`src/design/audio_matrix_mixer_defines.svh`:
```
// Assertion macros for the audio matrix mixer.
`ifndef AUDIO_MATRIX_MIXER_DEFINES_SVH
`define AUDIO_MATRIX_MIXER_DEFINES_SVH

`ifndef SYNTH
// Clocked check, quiet while reset is high.
`define AMM_ASSERT(label, clk, rst, prop, msg) \
   label: assert property (@(posedge clk) disable iff (rst) prop) else $error(msg);
// Clocked check that also runs through reset.
`define AMM_ASSERT_ALWAYS(label, clk, prop, msg) \
   label: assert property (@(posedge clk) prop) else $error(msg);
`else
`define AMM_ASSERT(label, clk, rst, prop, msg)
`define AMM_ASSERT_ALWAYS(label, clk, prop, msg)
`endif

`endif

```
`src/design/amm_pkg.sv`:
```
package amm_pkg;

   localparam int IN_CHANNELS_DEF  = 2;
   localparam int OUT_CHANNELS_DEF = 6;

   // Fixed port layout: two sample inputs, six sample outputs.
   localparam int FIELD_INS  = 2;
   localparam int FIELD_OUTS = 6;

   localparam int TBL_MAX   = FIELD_INS * FIELD_OUTS;
   localparam int TBL_IDX_W = $clog2(TBL_MAX);

   localparam int QUEUE_DEPTH = 2;
   localparam int QPTR_W      = $clog2(QUEUE_DEPTH);
   localparam int QCNT_W      = $clog2(QUEUE_DEPTH + 1);

   localparam int CSR_IDX_W = 2;
   localparam logic [CSR_IDX_W-1:0] CSR_MIX_ENABLE  = 2'd0;
   localparam logic [CSR_IDX_W-1:0] CSR_OUTPUT_MODE = 2'd1;
   localparam logic [CSR_IDX_W-1:0] CSR_MASTER_GAIN = 2'd2;

   typedef logic signed [31:0] sample_type;
   typedef logic signed [63:0] prod_type;

   localparam sample_type TAP_GAIN_RESET       = 32'sh4000_0000;
   localparam sample_type DEFAULT_MASTER_GAIN  = 32'sh4000_0000;
   localparam sample_type Q_MAX = 32'sh7FFF_FFFF;
   localparam sample_type Q_MIN = 32'sh8000_0000;

   localparam logic [2:0] MODE_DEF = 3'd1;
   localparam logic [2:0] MODE_LAST = 3'd4;
   localparam logic [2:0] MODE_COUNT [5] = '{3'd2, 3'd4, 3'd5, 3'd5, 3'd6};

   typedef enum logic {
      KIND_MIX  = 1'b0,
      KIND_LOAD = 1'b1
   } kind_type;

   // One queued word: a sample frame or a gain-table write.
   typedef struct packed {
      kind_type                              kind;
      logic                                  load_ok;
      logic [TBL_IDX_W-1:0]                  load_idx;
      logic [FIELD_INS-1:0][31:0]            data;
   } qword_type;

   typedef struct packed {
      logic       mix_enable;
      logic [2:0] active;
      sample_type master_gain;
   } cfg_type;

   // Modes above the table's end act as the last mode.
   function automatic logic [2:0] mode_count(logic [2:0] mode);
      logic [2:0] m;
      m = (mode > MODE_LAST) ? MODE_LAST : mode;
      return MODE_COUNT[m];
   endfunction

   // Q1.31 product: floor shift by 31, saturate to 32 bits.
   function automatic sample_type q_scale(prod_type p);
      prod_type s;
      s = p >>> 31;
      if (s[63:31] != {33{s[63]}}) begin
         return s[63] ? Q_MIN : Q_MAX;
      end
      return s[31:0];
   endfunction

   function automatic sample_type sat_add(sample_type a, sample_type b);
      logic signed [32:0] s;
      s = {a[31], a} + {b[31], b};
      if (s[32] != s[31]) begin
         return s[32] ? Q_MIN : Q_MAX;
      end
      return s[31:0];
   endfunction

endpackage

```
`src/design/amm_queue.sv`:
```
module amm_queue (
   input  logic               clock,
   input  logic               reset,
   input  logic               push_valid,
   output logic               push_ready,
   input  amm_pkg::qword_type push_word,
   output logic               pop_valid,
   input  logic               pop_ready,
   output amm_pkg::qword_type pop_word
);

   amm_pkg::qword_type                 entry_ff [amm_pkg::QUEUE_DEPTH];
   logic [amm_pkg::QPTR_W-1:0]         wr_ptr_ff, wr_ptr_in;
   logic [amm_pkg::QPTR_W-1:0]         rd_ptr_ff, rd_ptr_in;
   logic [amm_pkg::QCNT_W-1:0]         count_ff, count_in;
   logic                               do_push, do_pop;

   assign push_ready = count_ff != amm_pkg::QCNT_W'(amm_pkg::QUEUE_DEPTH);
   assign pop_valid  = count_ff != '0;
   assign pop_word   = entry_ff[rd_ptr_ff];

   assign do_push = push_valid && push_ready;
   assign do_pop  = pop_valid && pop_ready;

   always_comb begin
      wr_ptr_in = do_push ? wr_ptr_ff + 1'b1 : wr_ptr_ff;
      rd_ptr_in = do_pop  ? rd_ptr_ff + 1'b1 : rd_ptr_ff;
      count_in  = count_ff;
      if (do_push && !do_pop) begin
         count_in = count_ff + 1'b1;
      end else if (do_pop && !do_push) begin
         count_in = count_ff - 1'b1;
      end
   end

   always_ff @(posedge clock) begin
      if (reset) begin
         wr_ptr_ff <= '0;
         rd_ptr_ff <= '0;
         count_ff  <= '0;
      end else begin
         wr_ptr_ff <= wr_ptr_in;
         rd_ptr_ff <= rd_ptr_in;
         count_ff  <= count_in;
      end
   end

   always_ff @(posedge clock) begin
      if (do_push) begin
         entry_ff[wr_ptr_ff] <= push_word;
      end
   end

endmodule

```
`config.mk`:
```
export PLATFORM = sky130hd
export DESIGN_NAME = amm_queue
export DESIGN_NICKNAME = d
export VERILOG_FILES = /design/src/design/audio_matrix_mixer_defines.svh /design/src/design/amm_pkg.sv /design/src/design/amm_queue.sv
export SDC_FILE = /design/constraint.sdc
export NUM_CORES = 1
export LEC_CHECK = 0
export BUFFER_PORTS_ARGS = -buffer_cell sky130_fd_sc_hd__clkbuf_2
export CORE_ASPECT_RATIO = 2
export CORE_MARGIN = 4
export CORE_UTILIZATION = 35
export CTS_CLUSTER_SIZE = 28
export DETAILED_ROUTE_END_ITERATION = 8
export GPL_TIMING_DRIVEN = 0
export SLEW_MARGIN = 10
export SYNTH_ARGS = -nofsm -noshare
export SYNTH_HDL_FRONTEND = slang
export SYNTH_SLANG_ARGS = --single-unit
```
`constraint.sdc`:
```
create_clock -name clock -period 5.58 [get_ports clock]
set_clock_uncertainty 0.2 [all_clocks]
set_input_delay 0.279 -clock clock [delete_from_list [all_inputs] [get_ports clock]]
set_output_delay 0.279 -clock clock [all_outputs]
set_load 0.1 [all_outputs]
```
==> metrics.md <==
| Metric | Value |
|---|---|
| Status | finished, final reports clean |
| Worst path arrival time | 1.95 ns |
| Worst setup EP type | output pin |
| Reg clk slew, reported paths | 0.06 ns |
| Worst IR Drop VDD | 390.3 µV |
| Yosys reg bits | 145 |
| CTS max path bufs | 2 |
| Net Count, Synth | 317 |
| Number of synthesized flops with an enable pin | 140 |
| Worst Path Required | 5.10 ns |
| Final nets | 555 |
| Pwr/cell area | 592.4 nW/µm² |
| Yosys warns | 0 |
| P&R area growth vs syn | 45.43% |
| Antenna diodes | 0 |
| Vias in the first global route | 3,496 |
| Setup slack, reg-to-reg | 3.52 ns |
| Worst Slack Setup Final | 3.151 ns |
| Max-cap violations | 0 |
| Die Footprint | 17,160 µm² |
| 1st-pass router iterations | 4 |
| Final instance area | 7642 µm² |
| Hold violation total from the final report | 0 |
| CP max stage cell | mux2_2 |
| Slowest stage delay, CP | 0.38 ns |
| R2r worst-path depth | 3 |
| Worst Path Max Fanout | 10 |
| Min-delay src | pop_ready |
| IO Pins | 146 |
| Slew Limit Fails | 0 |
| Clock root cell | clkbuf_16 |
| Final number of setup-violating endpoints | 0 |
| Mapped Area | 5255 µm² |
| Worst hold stages | 4 |
| Layout cells sized above 1 | 0.5233 |
| First-pass GRT wire length | 17.39 mm |
| Crit path cell chain | buf_2, buf_2, mux2_2, clkbuf_2 |
| Async S/R FF share, synth | 0 |
| CTS tree | yes |
| CTS Sinks | 145 |
| Initial Utilization | 0.3546 |
| Mean Syn Cell Area | 21.72 µm² |
| Hold Path Class | input pin to flip-flop |
| H-tree depth | 4 |
| Gate Count Post-Synth | 242 |
| Final cell count without fillers | 688 |
| Initial DRC Count | 97 |
| Area of placed instances | 6272 µm² |
| Routed Antenna Nets | 0 |
| RSZ-0062 raised after global routing | false |
| Total Routed Length | 11.28 mm |
| Port Buf Inserts | 145 |
| Worst-Margin Slew | 0.5947 ns |
| Gpl congestion | 0.7050 |
| Worst Setup Path Type | flip-flop to output pin |
| Die Ht | 181.3 µm |
| Crit start category | flip-flop |
| Row Count | 63 |
| CP most frequent cell | buf_2 |
| Seq/Total Area, Yosys | 0.8190 |
| Number of buffers and inverters on the critical path | 3 |
| Placed Cells | 584 |
| Period utilization | 0.4353 |
| Primary FF master, synth | edfxtp_1 |
| Skew-Pair Late Insertion Delay | 0.41 ns |
| Grt total ovfl | 0 |
| Synth cell types | 17 |
| Reg area | 4304 µm² |
| Delay-heaviest family, CP | buffers and inverters |
| Largest net degree at the start of global routing | 40 |
| Die X | 94.65 µm |
| Worst flop-to-flop path endpoint | entry_ff[1][11]$_DFFE_PP_ |
| WL/cell | 16.40 µm |
| Filler cell count | 1,299 |
| Setup TNS | 0 ns |
| FMAX | 0.4117 GHz |
| Leakage | 2.939 nW |
| Core area | 14,820 µm² |
| Antenna violations before repair | 0 |
| Drt drc | 0 |
| Min Tclk post-route | 2.429 ns |
| Area occupied by multi-input gates | 912.1 µm² |
| CTS Buf Count | 17 |
| Pre-CTS setup slack | 3.502 ns |
| Vias | 3,070 |
| Detailed Place HPWL | 7.405 mm |
| Worst r2r src | count_ff[0]$_SDFFE_PP0P_ |
| Vias/cell | 4.462 |
| Slew headroom | 0.6036 |
| GRT Total Usage | 0.1370 |
==> flip-flops by register name, summed over array words and instances (netlist names), named ones only <==
| register | count |
|---|---|
| entry_ff | 140 |
| count_ff | 2 |
| rd_ptr_ff | 1 |
| wr_ptr_ff | 1 |
==> Yosys cell counts (all sizes together) (2+ instances only) <==
library cell	number	area, µm²
buf	8	40.04
a21oi	2	10.01
xor2	3	26.28
nor2	3	11.26
dfxtp	5	100.1
o21ai	2	10.01
mux2	70	788.3
edfxtp	140	4204
==> worst max-delay path by stage <==
| stage | startpoint | endpoint | cells past startpoint |
|---|---|---|---|
| 5_1_grt | flip-flop | pop_word[31] | 4 |
| 3_3_place_gp | count_ff[0]$_SDFFE_PP0P_ | entry_ff[1][49]$_DFFE_PP_ | 2 |
| 6_report | flip-flop | pop_word[31] | 4 |
| 4_1_cts | flip-flop | pop_word[31] | 4 |
| 3_5_place_dp | count_ff[0]$_SDFFE_PP0P_ | entry_ff[1][5]$_DFFE_PP_ | 3 |
| 2_1_floorplan | count_ff[0]$_SDFFE_PP0P_ | entry_ff[1][0]$_DFFE_PP_ | 2 |
==> area by class of cell <==
cell class,count,area share
multi-input combinational,88,0.1194
sequential,145,0.5632
clock inverter,10,0.02423
inverter,1,0.0008186
buffer,8,0.005239
tap,195,0.03193
timing repair buffer,219,0.1945
clock buffer,22,0.06074
==> tightest hold or removal path, stage by stage <==
cell      delay [ns]
clkbuf_2        0.08
o21ai_0         0.13
xor2_1          0.10
nor2_1          0.08
==> repair_timing <==
item,CTS,global route
gates resized for setup,0,0
hold buffers,72,0
hold endpoints to repair,145,0
buffers inserted,0,0
==> power breakdown <==
part	internal [mW]	total, mW	switching (mW)
logic	0.367	1.91	1.54
clock network	0.817	1.22	0.406
registers	1.36	1.39	0.0341
==> stage by stage <==
stage               power, mW  hold WS [ns]  utilization
floorplan               3.007        0.1481            -
global placement        3.282        0.2695       0.4200
detailed placement      3.306        0.2746       0.4233
CTS                     4.581       0.07670       0.5157
global route            4.685        0.1125       0.5157
finish                  4.527       0.09110       0.5157
==> cell families after synthesis <==
kind of cell    count (synthesis)  synth area share
flops                         145            0.8190
xor+xnor                        3          0.005001
mux                            70            0.1500
compound gates                  5          0.005715
simple gates                    9          0.009528
buf+inv                         9          0.008333
fa+ha+maj                       1          0.002381
==> routing by layer <==
metal	global-route usage	wire length, µm	vias up
li1	-	-	1437
met1	0.1217	3657	1548
met2	0.2740	7011	75
met3	0.03167	382	10
met4	0.06073	227	0
met5	0	0	-
==> cells in the final DEF, fill, tap and decap left out, types with 3 or more instances in the layout <==
master,n
edfxtp_1,140
buf_2,8
bufinv_16,5
clkbuf_2,145
mux2_2,70
xor2_1,3
clkbuf_1,3
nor2_1,3
clkbuf_16,17
dfxtp_1,5
dlygate4sd3_1,72
No activity file was read; power rests on OpenSTA's default activity.
