===== config.mk =====
export PLATFORM = sky130hd
export DESIGN_NAME = amm_front
export DESIGN_NICKNAME = d
export VERILOG_FILES = /design/src/design/audio_matrix_mixer_defines.svh /design/src/design/amm_pkg.sv /design/src/design/amm_front.sv
export SDC_FILE = /design/constraint.sdc
export NUM_CORES = 1
export LEC_CHECK = 0
export BUFFER_PORTS_ARGS = -buffer_cell sky130_fd_sc_hd__buf_2
export CAP_MARGIN = 20
export CORE_ASPECT_RATIO = 0.8
export CORE_MARGIN = 10
export CORE_UTILIZATION = 24
export DETAILED_ROUTE_END_ITERATION = 6
export PLACE_DENSITY = 0.85
export SLEW_MARGIN = 30
export SYNTH_ARGS = -nofsm -noshare
export SYNTH_HDL_FRONTEND = slang
export SYNTH_SLANG_ARGS = --single-unit

===== constraint.sdc =====
create_clock -name vclk -period 0.9
set_clock_uncertainty 0.15 [all_clocks]
set_input_delay 0.09 -clock vclk [all_inputs]
set_output_delay 0.09 -clock vclk [all_outputs]
set_load 0.05 [all_outputs]

===== src/design/audio_matrix_mixer_defines.svh =====
// Assertion macros for the audio matrix mixer.
`ifndef AUDIO_MATRIX_MIXER_DEFINES_SVH
`define AUDIO_MATRIX_MIXER_DEFINES_SVH

`ifndef SYNTH
// Clocked check, quiet while reset is high.
`define AMM_ASSERT(label, clk, rst, prop, msg) \
   label: assert property (@(posedge clk) disable iff (rst) prop) else $error(msg);
// Clocked check that also runs through reset.
`define AMM_ASSERT_ALWAYS(label, clk, prop, msg) \
   label: assert property (@(posedge clk) prop) else $error(msg);
`else
`define AMM_ASSERT(label, clk, rst, prop, msg)
`define AMM_ASSERT_ALWAYS(label, clk, prop, msg)
`endif

`endif


===== src/design/amm_pkg.sv =====
package amm_pkg;

   localparam int IN_CHANNELS_DEF  = 2;
   localparam int OUT_CHANNELS_DEF = 6;

   // Fixed port layout: two sample inputs, six sample outputs.
   localparam int FIELD_INS  = 2;
   localparam int FIELD_OUTS = 6;

   localparam int TBL_MAX   = FIELD_INS * FIELD_OUTS;
   localparam int TBL_IDX_W = $clog2(TBL_MAX);

   localparam int QUEUE_DEPTH = 2;
   localparam int QPTR_W      = $clog2(QUEUE_DEPTH);
   localparam int QCNT_W      = $clog2(QUEUE_DEPTH + 1);

   localparam int CSR_IDX_W = 2;
   localparam logic [CSR_IDX_W-1:0] CSR_MIX_ENABLE  = 2'd0;
   localparam logic [CSR_IDX_W-1:0] CSR_OUTPUT_MODE = 2'd1;
   localparam logic [CSR_IDX_W-1:0] CSR_MASTER_GAIN = 2'd2;

   typedef logic signed [31:0] sample_type;
   typedef logic signed [63:0] prod_type;

   localparam sample_type TAP_GAIN_RESET       = 32'sh4000_0000;
   localparam sample_type DEFAULT_MASTER_GAIN  = 32'sh4000_0000;
   localparam sample_type Q_MAX = 32'sh7FFF_FFFF;
   localparam sample_type Q_MIN = 32'sh8000_0000;

   localparam logic [2:0] MODE_DEF = 3'd1;
   localparam logic [2:0] MODE_LAST = 3'd4;
   localparam logic [2:0] MODE_COUNT [5] = '{3'd2, 3'd4, 3'd5, 3'd5, 3'd6};

   typedef enum logic {
      KIND_MIX  = 1'b0,
      KIND_LOAD = 1'b1
   } kind_type;

   // One queued word: a sample frame or a gain-table write.
   typedef struct packed {
      kind_type                              kind;
      logic                                  load_ok;
      logic [TBL_IDX_W-1:0]                  load_idx;
      logic [FIELD_INS-1:0][31:0]            data;
   } qword_type;

   typedef struct packed {
      logic       mix_enable;
      logic [2:0] active;
      sample_type master_gain;
   } cfg_type;

   // Modes above the table's end act as the last mode.
   function automatic logic [2:0] mode_count(logic [2:0] mode);
      logic [2:0] m;
      m = (mode > MODE_LAST) ? MODE_LAST : mode;
      return MODE_COUNT[m];
   endfunction

   // Q1.31 product: floor shift by 31, saturate to 32 bits.
   function automatic sample_type q_scale(prod_type p);
      prod_type s;
      s = p >>> 31;
      if (s[63:31] != {33{s[63]}}) begin
         return s[63] ? Q_MIN : Q_MAX;
      end
      return s[31:0];
   endfunction

   function automatic sample_type sat_add(sample_type a, sample_type b);
      logic signed [32:0] s;
      s = {a[31], a} + {b[31], b};
      if (s[32] != s[31]) begin
         return s[32] ? Q_MIN : Q_MAX;
      end
      return s[31:0];
   endfunction

endpackage


===== src/design/amm_front.sv =====
module amm_front #(
   parameter int IN_CHANNELS  = amm_pkg::IN_CHANNELS_DEF,
   parameter int OUT_CHANNELS = amm_pkg::OUT_CHANNELS_DEF
) (
   input  logic                  req_valid,
   output logic                  req_ready,
   input  logic                  req_func,
   input  amm_pkg::sample_type   req_sample_in_0,
   input  amm_pkg::sample_type   req_sample_in_1,
   input  logic                  req_coef_source,
   input  logic [2:0]            req_coef_dest,
   input  amm_pkg::sample_type   req_coef_value,
   output logic                  push_valid,
   input  logic                  push_ready,
   output amm_pkg::qword_type    push_word
);

   localparam logic [1:0] IN_N  = 2'(IN_CHANNELS);
   localparam logic [3:0] OUT_N = 4'(OUT_CHANNELS);

   logic       is_load;
   logic       src_ok;
   logic       dst_ok;
   logic [3:0] flat_idx;

   assign is_load  = req_func;
   assign src_ok   = {1'b0, req_coef_source} < IN_N;
   assign dst_ok   = {1'b0, req_coef_dest} < OUT_N;
   // entry = source * OUT_CHANNELS + dest
   assign flat_idx = ({3'b000, req_coef_source} * OUT_N) + {1'b0, req_coef_dest};

   always_comb begin
      push_word.kind     = is_load ? amm_pkg::KIND_LOAD : amm_pkg::KIND_MIX;
      push_word.load_ok  = is_load && src_ok && dst_ok;
      push_word.load_idx = amm_pkg::TBL_IDX_W'(flat_idx);
      // Loads carry the gain in lane 0.
      push_word.data[0]  = is_load ? req_coef_value : req_sample_in_0;
      push_word.data[1]  = req_sample_in_1;
   end

   assign push_valid = req_valid;
   assign req_ready  = push_ready;

endmodule


==> flow_metrics.py, run 1 <==
metrics = {
    "synth": {
        "yosysUniqueCellTypes": 9,
        "synthesis.nets": 185,
        "synth_common_cells": "36 x buf_4, 29 x mux2_4, 5 x inv_1, 3 x buf_12, 3 x mux2_2",
        "synth_area_per_cell_sq_um": 10.9,
        "yosysSeqAreaShare": 0,
        "yosysWarnings": 0,
        "synthTopCellsByArea": "mux2_4 50%, buf_4 31%, buf_12 6.9%",
        "synthCells": 80,
        "yosysTopAreaCell": "mux2_4",
        "yosys.area.top_type_share": 0.501,
        "syn_area_sq_um": 870,
        "yosysMostFrequentCell": "buf_4",
    },
    "timing": {
        "min_period_over_period": 1.48,
        "fin_crit_ns": 1.33,
        "final_max_slew_viol_count": 0,
        "fin_ws_ns": -0.428,
        "clock.fmax_mhz": 753,
        "rsz0062_at_grt": "yes",
        "fin_tns_setup_ns": -7.62,
        "hold_violations": 0,
        "holdWs_ns": 0.0300,
        "worst_slew_pin_slew_ns": 0.147,
        "setup_viol_count_final": 35,
        "relSlewSlack": 0.903,
    },
    "power": {
        "p_seq_frac": 0,
        "combPwrFrac": 1.000,
        "peakVddDrop_v": 0.000470,
        "leakage_nw": 0.905,
        "swShare": 0.525,
        "power.density_nw_per_um2": 857,
        "p_int_mw": 0.666,
        "finalPower_mw": 1.40,
        "clkPwrFrac": 0,
        "p_switching_mw": 0.737,
    },
    "floorplan": {
        "ios": 175,
        "die-area_sq_um": 6450,
        "die_h_um": 73.8,
        "die_w_um": 87.3,
        "start_util": 0.251,
        "num_rows": 19,
        "core_area_sq_um": 3470,
    },
    "critical_path": {
        "path_class": "in2out",
        "cp.required_ns": 0.66,
        "worstSetupStartpointType": "input pin",
        "crit_path_end_kind": "output port",
        "cp_data_arrival_time_ns": 1.09,
        "worst-path-max-fanout": 2,
    },
    "status": {
        "status": "finished with violations",
        "violations": "negative setup slack",
    },
    "run": {
        "maxCapViolations": 0,
    },
    "hold_path": {
        "hold_class": "in2out",
    },
    "placement": {
        "dp.cells": 191,
        "portBuffers": 105,
        "placed_area_sq_um": 1190,
        "pre_cts_ws_ns": -0.531,
        "gp_congestion": 0.807,
    },
    "drt": {
        "first_iter_violations": 7,
        "postRouteAntennaNets": 0,
        "via_per_inst": 4.39,
        "drc": 0,
        "dr_total_vias": 864,
        "wl_um": 4220,
        "first_pass_iters": 2,
        "wl_per_cell_um": 21.4,
    },
    "global_routing": {
        "grt_max_degree": 8,
        "grt_pass1_wl_um": 6130,
        "grt_usage": 0.121,
        "antenna_found_initial": 0,
        "grt_pass1_vias": 1060,
        "grt-ovfl-total": 0,
    },
    "layout": {
        "synthToLayoutAreaGrowth_pct": 88.3,
        "nFlopsAndLatches": 0,
        "postLayoutCellArea_sq_um": 1640,
        "nClkBuffers": 0,
        "drive_gt1_frac": 0.987,
        "finalNetCount": 262,
        "fin_cells": 197,
        "fillers": 314,
        "regArea_sq_um": 0,
        "diodes": 0,
        "utilization": 0.472,
    },
}
[worst max-delay path, stage by stage]
cell and delay (ns):
buf_8 0.08, ha_4 0.12, inv_2 0.03, fa_2 0.54
clkinvlp_4 0.09, buf_8 0.15
[worst paths after layout]
check | from | end | slack (ns) | cells after the start
worst max-delay path | req_coef_dest[1] | push_word[66] | -0.43 | 6
worst min-delay path | req_sample_in_1[3] | push_word[35] | 0.03 | 0
[routing by layer]
layer	part of all wire	routed length [um]	vias up	global-route usage
li1	-	-	382	-
met1	0.29	1220	395	0.108
met2	0.56	2350	61	0.235
met3	0.12	525	26	0.0552
met4	0.030	126	0	0.0406
met5	0	0	-	0
[cells by family (layout without fill, tap and decap cells)]
group,after synthesis,count (layout),share of synthesized area
compound gates,1,1,0.00864
fa+ha+maj,2,2,0.0374
buf+inv,45,120,0.414
mux,32,32,0.540
[placed cells by master (no fill, tap or decap)]
master	synthesis	routed
inv_1	5	2
buf_2	0	65
a21boi_4	0	1
buf_16	0	3
fa_2	0	1
mux2_4	29	32
clkinvlp_4	0	2
buf_4	36	3
inv_2	0	1
buf_12	3	6
ha_4	0	1
buf_6	1	29
buf_8	0	9
[power by group through the flow]
stage	logic [mW]	registers (mW)	clock network, mW
floorplan	1.23	0	0
finish	1.40	0	0
global placement	1.07	0	0
CTS	1.42	0	0
global route	1.46	0	0
detailed placement	1.08	0	0
[timing repair]
item	CTS	global route
hold buffers	0	0
pin swaps	2	0
cloned	4	0
endpoints found under the setup margin	37	36
gates resized for setup	99	3
setup buffers	3	1
[cell type report]
cell class | instances | area, sq um | share of cell area
multi-input cells | 35 | 547 | 0.334
repair buffers | 115 | 1010 | 0.618
inverters | 5 | 26.3 | 0.0160
well taps | 42 | 52.6 | 0.0321
Power figures use the tool's default switching activity.
==> run 2, diff against run 1 <==
--- a/config.mk
+++ b/config.mk
@@ -11,6 +11,7 @@
 export CORE_MARGIN = 10
 export CORE_UTILIZATION = 24
 export DETAILED_ROUTE_END_ITERATION = 6
+export GPL_ROUTABILITY_DRIVEN = 0
 export PLACE_DENSITY = 0.85
 export SLEW_MARGIN = 30
 export SYNTH_ARGS = -nofsm -noshare
==> constraint.sdc (replaced) <==
create_clock -name vclk -period 0.9
set_clock_uncertainty 0.15 [all_clocks]
set_input_delay 0.045 -clock vclk [all_inputs]
set_output_delay 0.045 -clock vclk [all_outputs]
set_load 0.05 [all_outputs]
==> flow_metrics.py, run 2 (synthesized netlist as in run 1, its figures left out) <==
metrics = {
    "status": {
        "status": "finished with violations",
        "violations": "negative setup slack",
    },
    "critical_path": {
        "cp_data_arrival_time_ns": 1.05,
        "worst-path-max-fanout": 2,
        "slowest_delay_ns": 0.54,
        "cp.required_ns": 0.70,
        "slowest_stage": "fa_2",
        "path_cells": "buf_8, ha_4, inv_2, fa_2, clkinvlp_4, buf_8",
        "cpMostUsedCell": "buf_8",
        "path_class": "in2out",
        "crit_path_end_kind": "output port",
        "worstSetupStartpointType": "input pin",
    },
    "timing": {
        "fin_crit_ns": 1.25,
        "min_period_over_period": 1.39,
        "final_max_slew_viol_count": 0,
        "hold_violations": 0,
        "fin_ws_ns": -0.348,
        "rsz0062_at_grt": "yes",
        "relSlewSlack": 0.617,
        "worst_slew_pin_slew_ns": 0.577,
        "holdWs_ns": 0.287,
        "clock.fmax_mhz": 801,
        "setup_viol_count_final": 34,
        "fin_tns_setup_ns": -3.43,
    },
    "run": {
        "maxCapViolations": 0,
    },
    "power": {
        "clkPwrFrac": 0,
        "p_seq_frac": 0,
        "peakVddDrop_v": 0.000433,
        "swShare": 0.582,
        "p_switching_mw": 1.08,
        "leakage_nw": 1.34,
        "power.density_nw_per_um2": 914,
        "combPwrFrac": 1.000,
        "finalPower_mw": 1.86,
        "p_int_mw": 0.778,
    },
    "layout": {
        "utilization": 0.586,
        "fin_cells": 231,
        "mostFrequentLayoutCell": "buf_2",
        "final_cell_mix": "67 x buf_2, 35 x dlymetal6s4s_1, 32 x mux2_4",
        "finalNetCount": 296,
        "nClkBuffers": 0,
        "postLayoutCellArea_sq_um": 2030,
        "diodes": 0,
        "drive_gt1_frac": 0.804,
        "nFlopsAndLatches": 0,
        "synthToLayoutAreaGrowth_pct": 134,
        "regArea_sq_um": 0,
    },
    "drt": {
        "first_iter_violations": 16,
        "postRouteAntennaNets": 0,
        "wl_per_cell_um": 23.9,
        "dr_total_vias": 977,
        "drc": 0,
        "via_per_inst": 4.23,
        "wl_um": 5530,
        "first_pass_iters": 4,
    },
    "placement": {
        "dp.cells": 191,
        "portBuffers": 105,
        "dp_hpwl_um": 3670,
        "placed_area_sq_um": 1170,
        "pre_cts_ws_ns": -0.431,
    },
    "floorplan": {
        "die_w_um": 87.3,
        "ios": 175,
        "die-area_sq_um": 6450,
        "start_util": 0.251,
        "die_h_um": 73.8,
        "core_area_sq_um": 3470,
        "num_rows": 19,
    },
    "hold_path": {
        "hold_depth": 3,
        "hold_class": "in2out",
        "hold-path-endpoint": "push_word[10]",
        "min_from": "req_coef_value[10]",
    },
    "global_routing": {
        "grt-ovfl-total": 0,
        "grt_pass1_vias": 1170,
        "antenna_found_initial": 0,
        "grt_pass1_wl_um": 7400,
        "grt_usage": 0.143,
        "grt_max_degree": 7,
    },
}
-- run 2: changes by cell type in the layout (fill, tap and decap cells not counted), moves of 2 or more --
cell,previous run,this run
buf_16,3,1
dlymetal6s4s_1,0,35
buf_6,29,23
buf_8,9,16
buf_2,65,67
-- run 2: area by class of cell --
cell class,instances,area [sq um]
Fill cell,278,1440
Timing Repair Buffer,149,1420
Multi-Input combinational cell,35,539
Tap cell,42,52.6
Inverter,5,26.3
-- run 2: per-layer routing --
metal	vias up	GRT usage	wire (um)
met1	436	0.138	1760
met4	0	0.00883	27
met3	2	0.0409	582
met2	89	0.301	3160
li1	450	-	-
met5	-	0	0
-- run 2: repair_timing --
item	CTS	global route
hold buffers	35	0
hold endpoints to repair	35	0
buffers inserted	5	0
pin swaps	2	0
gates resized for setup	98	40
endpoints found under the setup margin	35	70
cloned	4	0
-- run 2: worst max-delay path by stage --
stage                                start             to  slack (ns)  depth (start not counted)
after floorplan            req_coef_source  push_word[66]       -0.26                          4
after global placement     req_coef_source  push_word[66]       -0.43                          6
after detailed placement   req_coef_source  push_word[66]       -0.43                          6
after CTS                 req_coef_dest[1]  push_word[66]       -0.34                          6
after global routing      req_coef_dest[1]  push_word[66]       -0.39                          6
final                     req_coef_dest[1]  push_word[66]       -0.35                          6
-- run 2: worst max-delay path, delay by kind of cell --
family / cells / cell delay [ns]
adders and majority gates: 2 / 0.66
buffers and inverters: 4 / 0.35
-- run 2: power by group through the flow --
stage,Combinational (mW),Sequential [mW],Clock [mW]
floorplan,1.22,0,0
global placement,1.06,0,0
detailed placement,1.08,0,0
CTS,1.87,0,0
global route,1.93,0,0
finish,1.86,0,0
==> run 3, diff against run 2 <==
--- a/config.mk
+++ b/config.mk
@@ -12,7 +12,10 @@
 export CORE_UTILIZATION = 24
 export DETAILED_ROUTE_END_ITERATION = 6
 export GPL_ROUTABILITY_DRIVEN = 0
+export GPL_TIMING_DRIVEN = 0
+export MAX_ROUTING_LAYER = met4
 export PLACE_DENSITY = 0.85
+export SETUP_SLACK_MARGIN = 0.3
 export SLEW_MARGIN = 30
 export SYNTH_ARGS = -nofsm -noshare
 export SYNTH_HDL_FRONTEND = slang
==> flow_metrics.py, run 3 (synthesized netlist as in run 1, its figures left out) <==
metrics = {
    "timing": {
        "fin_crit_ns": 1.25,
        "fin_ws_ns": -0.349,
        "setup_viol_count_final": 35,
        "worst_slew_pin_slew_ns": 0.266,
        "hold_violations": 0,
        "min_period_over_period": 1.39,
        "final_max_slew_viol_count": 0,
        "rsz0062_at_grt": "yes",
        "relSlewSlack": 0.824,
        "clock.fmax_mhz": 801,
    },
    "global_routing": {
        "grt-ovfl-total": 0,
        "antenna_found_initial": 1,
        "grt_usage": 0.177,
        "grt_max_degree": 7,
        "grt_pass1_wl_um": 8560,
        "grt_pass1_vias": 1356,
    },
    "layout": {
        "fin_cells": 273,
        "nFlopsAndLatches": 0,
        "fillers": 260,
        "utilization": 0.627,
        "nClkBuffers": 0,
        "postLayoutCellArea_sq_um": 2170,
        "mostFrequentLayoutCell": "buf_2",
        "finalNetCount": 337,
        "drive_gt1_frac": 0.991,
        "final_cell_mix": "100 x buf_2, 38 x buf_4, 32 x mux2_4",
        "synthToLayoutAreaGrowth_pct": 150,
        "regArea_sq_um": 0,
    },
    "power": {
        "leakage_nw": 1.26,
        "p_switching_mw": 1.13,
        "combPwrFrac": 1.000,
        "clkPwrFrac": 0,
        "p_int_mw": 0.864,
        "power.density_nw_per_um2": 918,
        "swShare": 0.567,
        "peakVddDrop_v": 0.000524,
        "finalPower_mw": 2.00,
        "p_seq_frac": 0,
    },
    "clock_tree": {
        "cts_hold_buf": 0,
    },
    "drt": {
        "drc": 0,
        "wl_um": 6230,
        "postRouteAntennaNets": 0,
        "first_pass_iters": 4,
        "wl_per_cell_um": 22.8,
        "first_iter_violations": 19,
        "dr_total_vias": 1187,
        "via_per_inst": 4.35,
    },
    "floorplan": {
        "core_area_sq_um": 3470,
        "die_h_um": 73.8,
        "ios": 175,
        "num_rows": 19,
        "die-area_sq_um": 6450,
        "start_util": 0.251,
        "die_w_um": 87.3,
    },
    "critical_path": {
        "worst-path-max-fanout": 2,
        "cp_data_arrival_time_ns": 1.05,
        "path_class": "in2out",
        "crit_path_end_kind": "output port",
        "worstSetupStartpointType": "input pin",
        "cp.required_ns": 0.70,
    },
    "placement": {
        "dp_hpwl_um": 4670,
        "portBuffers": 139,
        "placed_area_sq_um": 1660,
        "dp.cells": 261,
    },
    "hold_path": {
        "hold_class": "in2out",
        "hold_depth": 3,
    },
    "status": {
        "violations": "negative setup slack",
        "status": "finished with violations",
    },
    "run": {
        "maxCapViolations": 0,
    },
}
run 3: changes by cell type in the layout (fill, tap and decap cells not counted), sizes merged:
cell	before	now
buf	114	190
dlymetal6s4s	35	0
diode	0	1
run 3: power groups by stage:
| stage | clock network (mW) | registers [mW] | logic, mW |
|---|---|---|---|
| after global routing | 0.000000148 | 0 | 2.08 |
| after floorplan | 0 | 0 | 1.23 |
| after global placement | 0 | 0 | 1.60 |
| final | 0.000000149 | 0 | 2.00 |
| after CTS | 0 | 0 | 1.97 |
| after detailed placement | 0 | 0 | 1.61 |
run 3: critical path, cell delays in order:
cell and delay (ns):
buf_8 0.08, ha_4 0.12, inv_2 0.03, fa_2 0.54, clkinvlp_4 0.09, buf_8 0.15
run 3: final cells by class:
| cell class | instances | area [sq um] | area share |
|---|---|---|---|
| Timing Repair Buffer | 150 | 1200 | 0.550 |
| Inverter | 5 | 26.3 | 0.0121 |
| Multi-Input combinational cell | 35 | 547 | 0.251 |
| Antenna cell | 1 | 2.50 | 0.00115 |
| Buffer | 40 | 350 | 0.161 |
| Tap cell | 42 | 52.6 | 0.0242 |
run 3: what timing repair did:
action / CTS / global route
pin swaps: 2 / 0
gates cloned: 3 / 0
buffers inserted: 8 / 0
endpoints found under the setup margin: 36 / 36
gates resized for setup: 93 / 2
run 3: final timing paths:
kind	end	slack [ns]	from
setup / recovery	push_word[66]	-0.35	req_coef_dest[1]
hold / removal	push_word[68]	0.24	req_coef_dest[2]
run 3: per-layer routing:
| metal | track usage | up-vias | routed length, um |
|---|---|---|---|
| met5 | - | - | 0 |
| met4 | 0.0106 | 0 | 29 |
| met3 | 0.139 | 4 | 1340 |
| met2 | 0.308 | 118 | 3060 |
| met1 | 0.157 | 531 | 1800 |
| li1 | - | 534 | - |
run 3: through the flow:
step           setup TNS, ns  setup WS (ns)  hold slack [ns]
5_1_grt                -5.78         -0.387            0.246
4_1_cts                -5.10         -0.363            0.244
6_report               -5.37         -0.349            0.238
3_3_place_gp           -3.97         -0.453            0.244
3_5_place_dp           -4.07         -0.471            0.244
2_1_floorplan         -0.373         -0.258           0.0844
